### config.mk
export PLATFORM = sky130hd
export DESIGN_NAME = infix_expression_evaluator_core
export DESIGN_NICKNAME = d
export VERILOG_FILES = /design/src/design/iee_pkg.sv /design/src/design/iee_div.sv /design/src/design/iee_dp.sv /design/src/design/iee_ctrl.sv /design/src/design/infix_expression_evaluator_core.sv
export SDC_FILE = /design/constraint.sdc
export NUM_CORES = 2
export LEC_CHECK = 0
export BUFFER_PORTS_ARGS = -buffer_cell sky130_fd_sc_hd__buf_2
export CAP_MARGIN = 25
export CORE_MARGIN = 4
export CORE_UTILIZATION = 50
export CTS_BUF_LIST = sky130_fd_sc_hd__clkbuf_16
export CTS_CLUSTER_DIAMETER = 200
export CTS_CLUSTER_SIZE = 12
export DETAILED_ROUTE_END_ITERATION = 12
export PLACE_DENSITY = 0.75
export SETUP_SLACK_MARGIN = 0.5
export SLEW_MARGIN = 15
export SYNTH_ARGS = -nofsm -noshare
export SYNTH_HDL_FRONTEND = slang
export SYNTH_HIERARCHICAL = 1
export SYNTH_SLANG_ARGS = --single-unit
### constraint.sdc
create_clock -name i_clk -period 7.7 [get_ports i_clk]
set_input_delay 0.385 -clock i_clk [delete_from_list [all_inputs] [get_ports i_clk]]
set_output_delay 0.385 -clock i_clk [all_outputs]
set_load 0.01 [all_outputs]
### src/design/iee_pkg.sv
`timescale 1ns / 1ps
// ---------------------------------------------------------------------------
// iee_pkg
// Shared widths, character codes, types and helpers of the infix evaluator.
// ---------------------------------------------------------------------------
package iee_pkg;

    localparam int VALUE_BITS     = 32;
    localparam int OUT_BITS       = 32;
    localparam int CH_BITS        = 8;
    localparam int OUT_TDATA_BITS = ((OUT_BITS + 1 + 7) / 8) * 8;
    localparam int DIV_CNT_BITS   = $clog2(VALUE_BITS);

    localparam logic [CH_BITS-1:0] CH_EQUALS = 8'h3D;
    localparam logic [CH_BITS-1:0] CH_PLUS   = 8'h2B;
    localparam logic [CH_BITS-1:0] CH_MINUS  = 8'h2D;
    localparam logic [CH_BITS-1:0] CH_STAR   = 8'h2A;
    localparam logic [CH_BITS-1:0] CH_SLASH  = 8'h2F;
    localparam logic [CH_BITS-1:0] CH_ZERO   = 8'h30;
    localparam logic [CH_BITS-1:0] CH_NINE   = 8'h39;
    localparam logic [3:0]         RADIX     = 4'd10;

    typedef enum logic [1:0] {
        OP_NONE = 2'd0,
        OP_MUL  = 2'd1,
        OP_DIV  = 2'd2
    } t_op;

    typedef enum logic [2:0] {
        CLS_DIGIT  = 3'd0,
        CLS_MULDIV = 3'd1,
        CLS_ADDSUB = 3'd2,
        CLS_EQUALS = 3'd3,
        CLS_OTHER  = 3'd4
    } t_cls;

    typedef struct packed {
        logic accept;
        logic digit;
        logic clear;
        logic close;
        logic apply_op;
        logic finish;
    } t_cmd;

    typedef struct packed {
        t_cls cls;
        logic in_last;
        logic skipping;
        logic op_is_div;
        logic div_done;
        logic out_busy;
        logic held_last;
    } t_stat;

    function automatic t_cls classify(input logic [CH_BITS-1:0] ch);
        t_cls c;
        if (ch >= CH_ZERO && ch <= CH_NINE) begin
            c = CLS_DIGIT;
        end else if (ch == CH_STAR || ch == CH_SLASH) begin
            c = CLS_MULDIV;
        end else if (ch == CH_PLUS || ch == CH_MINUS) begin
            c = CLS_ADDSUB;
        end else if (ch == CH_EQUALS) begin
            c = CLS_EQUALS;
        end else begin
            c = CLS_OTHER;
        end
        return c;
    endfunction

endpackage

### src/design/iee_div.sv
`timescale 1ns / 1ps
// ---------------------------------------------------------------------------
// iee_div
// Signed restoring divider, one quotient bit per cycle, truncates to zero.
// ---------------------------------------------------------------------------
module iee_div (
    input  logic                               i_clk,
    input  logic                               i_rst_n,
    input  logic                               i_start,
    input  logic [iee_pkg::VALUE_BITS-1:0]     i_dividend,
    input  logic [iee_pkg::VALUE_BITS-1:0]     i_divisor,
    output logic                               o_done,
    output logic [iee_pkg::VALUE_BITS-1:0]     o_quot,
    output logic                               o_zero
);

    localparam int VB = iee_pkg::VALUE_BITS;

    logic                                r_busy, n_busy;
    logic                                r_done, n_done;
    logic [iee_pkg::DIV_CNT_BITS-1:0]    r_cnt, n_cnt;
    logic [VB:0]                         r_rem, n_rem;
    logic [VB-1:0]                       r_quo, n_quo;
    logic [VB-1:0]                       r_dvs, n_dvs;
    logic                                r_neg, n_neg;
    logic                                r_zero, n_zero;

    logic [VB:0]                         w_shift;
    logic [VB:0]                         w_diff;

    assign w_shift = {r_rem[VB-1:0], r_quo[VB-1]};
    assign w_diff  = w_shift - {1'b0, r_dvs};

    always_comb begin
        n_busy = r_busy;
        n_done = 1'b0;
        n_cnt  = r_cnt;
        n_rem  = r_rem;
        n_quo  = r_quo;
        n_dvs  = r_dvs;
        n_neg  = r_neg;
        n_zero = r_zero;
        if (i_start) begin
            n_busy = 1'b1;
            n_cnt  = '0;
            n_rem  = '0;
            n_quo  = i_dividend[VB-1] ? VB'(-i_dividend) : i_dividend;
            n_dvs  = i_divisor[VB-1] ? VB'(-i_divisor) : i_divisor;
            n_neg  = i_dividend[VB-1] ^ i_divisor[VB-1];
            n_zero = (i_divisor == '0);
        end else if (r_busy) begin
            if (!w_diff[VB]) begin
                n_rem = w_diff;
                n_quo = {r_quo[VB-2:0], 1'b1};
            end else begin
                n_rem = w_shift;
                n_quo = {r_quo[VB-2:0], 1'b0};
            end
            n_cnt = r_cnt + 1'b1;
            if (r_cnt == iee_pkg::DIV_CNT_BITS'(VB - 1)) begin
                n_busy = 1'b0;
                n_done = 1'b1;
            end
        end
    end

    always_ff @(posedge i_clk) begin
        if (!i_rst_n) begin
            r_busy <= 1'b0;
            r_done <= 1'b0;
        end else begin
            r_busy <= n_busy;
            r_done <= n_done;
        end
        r_cnt  <= n_cnt;
        r_rem  <= n_rem;
        r_quo  <= n_quo;
        r_dvs  <= n_dvs;
        r_neg  <= n_neg;
        r_zero <= n_zero;
    end

    assign o_done = r_done;
    assign o_zero = r_zero;
    assign o_quot = r_zero ? '0 : (r_neg ? VB'(-r_quo) : r_quo);

endmodule

### src/design/iee_dp.sv
`timescale 1ns / 1ps
// ---------------------------------------------------------------------------
// iee_dp
// Evaluator datapath: number, term and sum registers, divider, result beat.
// ---------------------------------------------------------------------------
module iee_dp (
    input  logic                                  i_clk,
    input  logic                                  i_rst_n,
    input  iee_pkg::t_cmd                         i_cmd,
    output iee_pkg::t_stat                        o_stat,
    input  logic [iee_pkg::CH_BITS-1:0]           i_ch,
    input  logic                                  i_last,
    input  logic                                  i_out_ready,
    output logic                                  o_out_valid,
    output logic [iee_pkg::OUT_BITS-1:0]          o_out_value,
    output logic                                  o_out_status
);

    localparam int VB = iee_pkg::VALUE_BITS;

    logic [VB-1:0]                  r_sum;
    logic [VB-1:0]                  r_pend;
    logic [VB-1:0]                  r_cur;
    logic [VB-1:0]                  r_term;
    iee_pkg::t_op                   r_op;
    logic                           r_sign;
    logic                           r_skip;
    logic                           r_err;
    logic [iee_pkg::CH_BITS-1:0]    r_ch;
    logic                           r_last;
    logic                           r_out_valid;
    logic [iee_pkg::OUT_BITS-1:0]   r_out_value;
    logic                           r_out_status;

    logic [VB-1:0]                  w_mul;
    logic [VB-1:0]                  w_fold;
    logic [VB-1:0]                  w_next_digit;
    logic [3:0]                     w_digit;
    logic                           w_clear;
    logic                           w_div_start;
    logic                           w_div_done;
    logic                           w_div_zero;
    logic [VB-1:0]                  w_div_quot;
    logic signed [VB-1:0]           w_fold_s;

    assign w_mul        = VB'(r_pend * r_cur);
    assign w_fold       = r_sign ? (r_sum - r_term) : (r_sum + r_term);
    assign w_fold_s     = w_fold;
    assign w_digit      = 4'(i_ch - iee_pkg::CH_ZERO);
    assign w_next_digit = VB'(r_cur * iee_pkg::RADIX) + VB'(w_digit);
    assign w_clear      = i_cmd.clear || (i_cmd.finish && r_last);
    assign w_div_start  = i_cmd.close && (r_op == iee_pkg::OP_DIV);

    iee_div u_div (
        .i_clk      (i_clk),
        .i_rst_n    (i_rst_n),
        .i_start    (w_div_start),
        .i_dividend (r_pend),
        .i_divisor  (r_cur),
        .o_done     (w_div_done),
        .o_quot     (w_div_quot),
        .o_zero     (w_div_zero)
    );

    always_ff @(posedge i_clk) begin
        if (!i_rst_n || w_clear) begin
            r_sum  <= '0;
            r_pend <= '0;
            r_cur  <= '0;
            r_op   <= iee_pkg::OP_NONE;
            r_sign <= 1'b0;
            r_skip <= 1'b0;
            r_err  <= 1'b0;
        end else begin
            if (i_cmd.digit) begin
                r_cur <= w_next_digit;
            end
            if (i_cmd.close) begin
                r_cur <= '0;
                r_op  <= iee_pkg::OP_NONE;
            end
            if (w_div_done && w_div_zero) begin
                r_err <= 1'b1;
            end
            if (i_cmd.apply_op) begin
                if (r_ch == iee_pkg::CH_STAR || r_ch == iee_pkg::CH_SLASH) begin
                    r_pend <= r_term;
                    r_op   <= (r_ch == iee_pkg::CH_STAR) ? iee_pkg::OP_MUL
                                                         : iee_pkg::OP_DIV;
                end else begin
                    r_sum  <= w_fold;
                    r_sign <= (r_ch == iee_pkg::CH_MINUS);
                end
            end
            if (i_cmd.finish) begin
                r_sum  <= w_fold;
                r_sign <= 1'b0;
                r_skip <= 1'b1;
            end
        end
    end

    always_ff @(posedge i_clk) begin
        if (i_cmd.accept) begin
            r_ch   <= i_ch;
            r_last <= i_last;
        end
        if (i_cmd.close && r_op != iee_pkg::OP_DIV) begin
            r_term <= (r_op == iee_pkg::OP_MUL) ? w_mul : r_cur;
        end else if (w_div_done) begin
            r_term <= w_div_quot;
        end
    end

    always_ff @(posedge i_clk) begin
        if (!i_rst_n) begin
            r_out_valid <= 1'b0;
        end else if (i_cmd.finish) begin
            r_out_valid <= 1'b1;
        end else if (i_out_ready) begin
            r_out_valid <= 1'b0;
        end
        if (i_cmd.finish) begin
            r_out_value  <= iee_pkg::OUT_BITS'(w_fold_s);
            r_out_status <= r_err;
        end
    end

    always_comb begin
        o_stat.cls       = iee_pkg::classify(i_ch);
        o_stat.in_last   = i_last;
        o_stat.skipping  = r_skip;
        o_stat.op_is_div = (r_op == iee_pkg::OP_DIV);
        o_stat.div_done  = w_div_done;
        o_stat.out_busy  = r_out_valid && !i_out_ready;
        o_stat.held_last = r_last;
    end

    assign o_out_valid  = r_out_valid;
    assign o_out_value  = r_out_value;
    assign o_out_status = r_out_status;

endmodule

### src/design/iee_ctrl.sv
`timescale 1ns / 1ps
// ---------------------------------------------------------------------------
// iee_ctrl
// Evaluator controller: input handshake and sequencing of term closing.
// ---------------------------------------------------------------------------
module iee_ctrl (
    input  logic            i_clk,
    input  logic            i_rst_n,
    input  logic            i_in_valid,
    output logic            o_in_ready,
    input  iee_pkg::t_stat  i_stat,
    output iee_pkg::t_cmd   o_cmd
);

    typedef enum logic [3:0] {
        ST_IDLE  = 4'b0001,
        ST_CLOSE = 4'b0010,
        ST_DIV   = 4'b0100,
        ST_APPLY = 4'b1000
    } t_state;

    t_state r_state, n_state;
    logic   r_fin, n_fin;
    logic   w_accept;

    assign o_in_ready = (r_state == ST_IDLE);
    assign w_accept   = i_in_valid && o_in_ready;

    always_comb begin
        n_state = r_state;
        n_fin   = r_fin;
        o_cmd   = '0;
        unique case (r_state)
            ST_IDLE: begin
                if (w_accept) begin
                    o_cmd.accept = 1'b1;
                    if (i_stat.skipping) begin
                        o_cmd.clear = i_stat.in_last;
                    end else begin
                        unique case (i_stat.cls)
                            iee_pkg::CLS_DIGIT: begin
                                o_cmd.digit = 1'b1;
                                n_fin       = 1'b1;
                                if (i_stat.in_last) begin
                                    n_state = ST_CLOSE;
                                end
                            end
                            iee_pkg::CLS_MULDIV, iee_pkg::CLS_ADDSUB: begin
                                n_fin   = 1'b0;
                                n_state = ST_CLOSE;
                            end
                            iee_pkg::CLS_EQUALS: begin
                                n_fin   = 1'b1;
                                n_state = ST_CLOSE;
                            end
                            default: begin
                                n_fin = 1'b1;
                                if (i_stat.in_last) begin
                                    n_state = ST_CLOSE;
                                end
                            end
                        endcase
                    end
                end
            end
            ST_CLOSE: begin
                o_cmd.close = 1'b1;
                n_state     = i_stat.op_is_div ? ST_DIV : ST_APPLY;
            end
            ST_DIV: begin
                if (i_stat.div_done) begin
                    n_state = ST_APPLY;
                end
            end
            ST_APPLY: begin
                if (r_fin) begin
                    if (!i_stat.out_busy) begin
                        o_cmd.finish = 1'b1;
                        n_state      = ST_IDLE;
                    end
                end else begin
                    o_cmd.apply_op = 1'b1;
                    if (i_stat.held_last) begin
                        n_fin   = 1'b1;
                        n_state = ST_CLOSE;
                    end else begin
                        n_state = ST_IDLE;
                    end
                end
            end
            default: begin
                n_state = ST_IDLE;
            end
        endcase
    end

    always_ff @(posedge i_clk) begin
        if (!i_rst_n) begin
            r_state <= ST_IDLE;
            r_fin   <= 1'b0;
        end else begin
            r_state <= n_state;
            r_fin   <= n_fin;
        end
    end

endmodule

### src/design/infix_expression_evaluator_core.sv
`timescale 1ns / 1ps
// ---------------------------------------------------------------------------
// infix_expression_evaluator_core
// Streaming evaluator of + - * / expressions over unsigned decimal operands.
// ---------------------------------------------------------------------------
// One ASCII character is taken per input beat. A digit or an ignored character
// not marked last, or any character after '=', leaves the input ready. An operator
// or the end of the expression closes the current term: the close step, a wait on
// the one-bit-per-cycle divider when the term ends in a division, then the apply
// step; an operator marked last closes twice. The result beat (value in bits 31:0,
// division-by-zero flag in bit 32) sits in an output register, so a stalled result
// holds the input side only when the next result is due.
module infix_expression_evaluator_core (
    input  logic                                   i_clk,
    input  logic                                   i_rst_n,
    input  logic                                   s_axis_tvalid,
    output logic                                   s_axis_tready,
    input  logic [iee_pkg::CH_BITS-1:0]            s_axis_tdata,  // [7:0] ch
    input  logic                                   s_axis_tlast,
    output logic                                   m_axis_tvalid,
    input  logic                                   m_axis_tready,
    output logic [iee_pkg::OUT_TDATA_BITS-1:0]     m_axis_tdata   // [31:0] value, [32] status
);

    iee_pkg::t_cmd                  w_cmd;
    iee_pkg::t_stat                 w_stat;
    logic [iee_pkg::OUT_BITS-1:0]   w_value;
    logic                           w_status;

    iee_ctrl u_ctrl (
        .i_clk      (i_clk),
        .i_rst_n    (i_rst_n),
        .i_in_valid (s_axis_tvalid),
        .o_in_ready (s_axis_tready),
        .i_stat     (w_stat),
        .o_cmd      (w_cmd)
    );

    iee_dp u_dp (
        .i_clk        (i_clk),
        .i_rst_n      (i_rst_n),
        .i_cmd        (w_cmd),
        .o_stat       (w_stat),
        .i_ch         (s_axis_tdata),
        .i_last       (s_axis_tlast),
        .i_out_ready  (m_axis_tready),
        .o_out_valid  (m_axis_tvalid),
        .o_out_value  (w_value),
        .o_out_status (w_status)
    );

    assign m_axis_tdata = {
        {(iee_pkg::OUT_TDATA_BITS - iee_pkg::OUT_BITS - 1){1'b0}}, w_status, w_value
    };

endmodule

==> results.md <==
Outcome:
- The flow ran to the end, and the final reports show no timing, DRC or antenna violations.

Synth:
- In the synthesized netlist the dominant register cell turns out to be dfxtp_1.
- In the synthesized netlist, the cells that appear most often are nand2_1, inv_1, fa_1.
- By area the synthesized netlist is led by fa_1, edfxtp_1, ha_1, dfxtp_1, and2_1.
- Of the post-synthesis cell area, the dominant cell type holds 0.2334.
- The most common cell in the synthesized netlist is nand2_1.
- The combined area of all synthesized cells is about 0.035 mm^2.
- The synthesized flop and latch total is ~290.
- The gate count of the mapped netlist is roughly 4000.
- Of all flip-flops after synthesis, the portion carrying an async set or reset was 0.
- The average instance area after synthesis is 8.806 um^2.
- Yosys printed 6 warnings.
- Summed over all instances, the cell type with the most area after synthesis is fa_1.
- The post-synthesis cell type count is 104.
- The synthesized design contains 140 enable-type register cells.
- The share of the yosys chip area belonging to registers is 0.2017.

Cells and area:
- The area occupied by multi-input gates is around 0.026 mm^2.
- The number of nets in the finished design is roughly 4700.
- The count of filler cells inserted in the layout is around 6400.
- The area growth from synthesis to final layout is 7.116%.
- Registers take roughly 0.0072 mm^2.
- The proportion of layout cells with a drive suffix above 1 is 0.07572.

STA:
- Measured against its own limit, the worst slew margin works out to 0.2802.
- Setup repair after global routing could not meet its margin everywhere.
- In the final timing run, aggregate negative setup slack is 0 ps.
- The worst-case hold slack is around 70 ps.
- For this run, the top clock speed supported by timing is between 100 and 150 MHz.
- The slack of the critical path is between 700 and 800 ps.
- Setup violations remaining at the end of the flow were counted as 0.
- The clock arrives with between 20 and 25 ps of skew.
- At the pin with the least slew margin, the transition time is 1078 ps.
- The number of hold-slack violations in the final timing report came to 0.
- The clock period could shrink to 6998 ps.
- The portion of the clock cycle consumed by the worst path in the final layout is 0.9089.
- The number of pins with negative max-slew slack in the final report is 0.

Global route:
- The first global-routing pass estimated 157000 um of wire.
- The number of antenna violations at the first check in global routing is 1.
- The global routing usage summed across all routing layers is 0.2618.
- The via count of the first global-routing pass is around 28000.
- Entering global routing, the biggest net connects a little over 70 pins.
- The final global-route overflow total is 0.

Power:
- The cell area power density is about 90 mW/mm^2.
- The worst-case vdd ir drop is between 0.15 and 0.2 mV.
- For this design the static power due to leakage is about 17 nW.
- Overall power consumption after layout is estimated at 3.409 mW.

Floorplan:
- The overall die width is 273.9 um.
- The floorplan die area is between 0.07 and 0.08 mm^2.
- From bottom edge to top edge, the die measures 273.9 um.
- The area of the core region is between 0.07 and 0.08 mm^2.
- 55 I/O pins were placed.
- The floorplan has 97 rows.
- The initial utilization of the core area, before any placement, comes to 0.5047.

Placement:
- Detailed placement ended at an HPWL of 76090 um.
- Input and output buffers added on the ports amount to 47.
- The final estimated routing congestion in global placement is approximately 0.97.
- Timing analysis after detailed placement gives a worst setup slack of roughly 310 ps.

Flow run:
- Max-cap violations in this run came to 0.

Drt:
- Dividing the detail-routed wire length by the instance count gives slightly below 20 um.
- For this run, design rule violations remaining after detail routing come to 0.
- The final layout contains routed wiring with a total length of 98410 um.
- The first detailed-routing pass took 5 iterations.
- The total via count after detailed routing is 28790.
- The first-iteration detailed-routing DRC count is between 2000 and 3000.
- The count of antenna-violating nets left after detailed routing is 0.
- After detailed routing, the number of vias per cell comes to between 5 and 6.

Clock network:
- The number of buffers on the longest clock path is 3.
- The clock tree from TritonCTS is built.
- CTS saw between 200 and 300 sinks.
- The source-to-sink clock delay at the later pin of the worst-skew pair is ~600 ps.
- Counting the buffers created by CTS gives 27.
- After clock tree synthesis, the clock-pin slew on the worst setup and hold paths is about 70 ps.
- In this run the number of H-tree levels came out at 1.
- The post-CTS repair timing setup buffer count is 0.
- The cell sitting at the root of the clock tree is a clkbuf_16.

Worst setup path:
- The classification of the worst setup path is reg2reg.
- STA classifies the critical path startpoint as a register.
- The endpoint arrival time on the critical path is about 7400 ps.
- The type of element capturing the critical path is a register.
- The required arrival time at the worst endpoint is roughly 8000 ps.
- The worst-path maximum fanout is 13.

Hold path:
- In this run the worst hold path is classified as in2reg.
[stage by stage]
step / util / cell area, um^2 / std cells
CTS: 0.5389 / 37740 / 4979
global placement: 0.5270 / 36900 / 4925
finish: 0.5406 / 37860 / 4983
global route: 0.5405 / 37850 / 4981
detailed placement: 0.5270 / 36900 / 4925
floorplan: - / 35360 / 4019
[sequential cells by signal (all words and copies together), names as in the netlist, 2 cells and up]
register	cells
u_dp/u_div/r_rem	32
u_dp/r_term	32
u_dp/r_sum	32
u_dp/r_pend	32
u_dp/o_out_value	32
u_dp/u_div/r_quo	32
u_dp/u_div/r_dvs	32
u_ctrl/r_state	4
u_dp/r_cur	32
u_dp/r_ch	8
u_dp/u_div/r_cnt	5
u_dp/r_op	2
[final timing paths]
path,start,to,slack (ps),depth (start not counted)
hold reg to reg,u_dp/r_sum[4],u_dp/r_sum[4],460,2
setup reg to reg,u_dp/r_pend[10],u_dp/r_term[31],700,23
hold / removal,s_axis_tdata[4],u_dp/r_ch[4],70,1
setup / recovery,u_dp/r_pend[10],u_dp/r_term[31],700,23
[cell usage in the layout, fill, tap and decap left out, drive strengths merged, types with 7 or more instances in the layout]
| cell type | instances |
|---|---|
| a21o | 34 |
| o31ai | 34 |
| o21bai | 11 |
| buf | 172 |
| a211oi | 39 |
| and2 | 329 |
| inv | 497 |
| o21ai | 139 |
| nor3 | 46 |
| nor4 | 21 |
| conb | 7 |
| xor2 | 123 |
| or2 | 11 |
| o41ai | 14 |
| nor3b | 12 |
| a21oi | 250 |
| nand4 | 18 |
| and3 | 21 |
| fa | 412 |
| nand3b | 7 |
| ha | 250 |
| nor2b | 24 |
| mux2i | 37 |
| nand2b | 28 |
| or3 | 27 |
| nand3 | 37 |
| a31oi | 36 |
| nand2 | 509 |
| a311oi | 9 |
| o21a | 23 |
| xnor2 | 182 |
| clkbuf | 27 |
| o211ai | 13 |
| or4 | 20 |
| nor4b | 7 |
| dfxtp | 146 |
| nor2 | 240 |
| a31o | 9 |
| edfxtp | 140 |
[final cells by class]
| cell class | instances | area share |
|---|---|---|
| tap | 940 | 0.03107 |
| timing repair buffer | 176 | 0.03388 |
| clock inverter | 23 | 0.002710 |
| antenna | 2 | 0.0001322 |
| multi-input combinational | 3054 | 0.6770 |
| clock buffer | 27 | 0.01785 |
| sequential | 286 | 0.1902 |
| inverter | 475 | 0.04710 |
[what timing repair did]
item	CTS	global route
gates resized for setup	12	37
hold endpoints to repair	4	0
hold buffers	4	0
pin swaps	0	0
setup endpoints to repair	4	10
[kinds of logic after synthesis]
family	Yosys count	share of synthesized area
xor gates and xnor gates	306	0.07623
adders and majority gates	662	0.3219
AOI/OAI and AO/OA	669	0.1203
muxes	40	0.01144
and+or+nand+nor	1370	0.1938
DFF	286	0.2017
buffers and inverters	679	0.07463
other	1	0.0001061
[critical path: stages, from the launching register on]
cell and delay, ps:
dfxtp_2 570, buf_4 310, nand2_1 110, fa_1 550, inv_1 60, fa_1 530
inv_1 60, fa_1 480, fa_1 540, inv_1 50, fa_1 530, fa_1 440
fa_1 510, fa_1 410, ha_1 370, nand2_1 120, nor2_1 60, and3_1 190
a21o_1 160, a31oi_1 300, a211oi_2 150, xnor2_1 140, nand2_1 60, a21oi_1 50
[metal layers]
layer	global-route usage	vias up	part of all wire
met5	0	-	0
met4	0.08059	0	0.039
met3	0.04725	256	0.089
met2	0.4302	1230	0.46
met1	0.3542	14140	0.41
li1	-	13160	-
[where the power goes]
| group | switching (mW) | total [mW] | internal, mW | leakage, nW |
|---|---|---|---|---|
| clock network | 0.620 | 1.25 | 0.634 | 0.456 |
| registers | 0.0744 | 1.72 | 1.64 | 2.46 |
| logic | 0.276 | 0.439 | 0.163 | 14.0 |
Power figures use the tool's default switching activity.
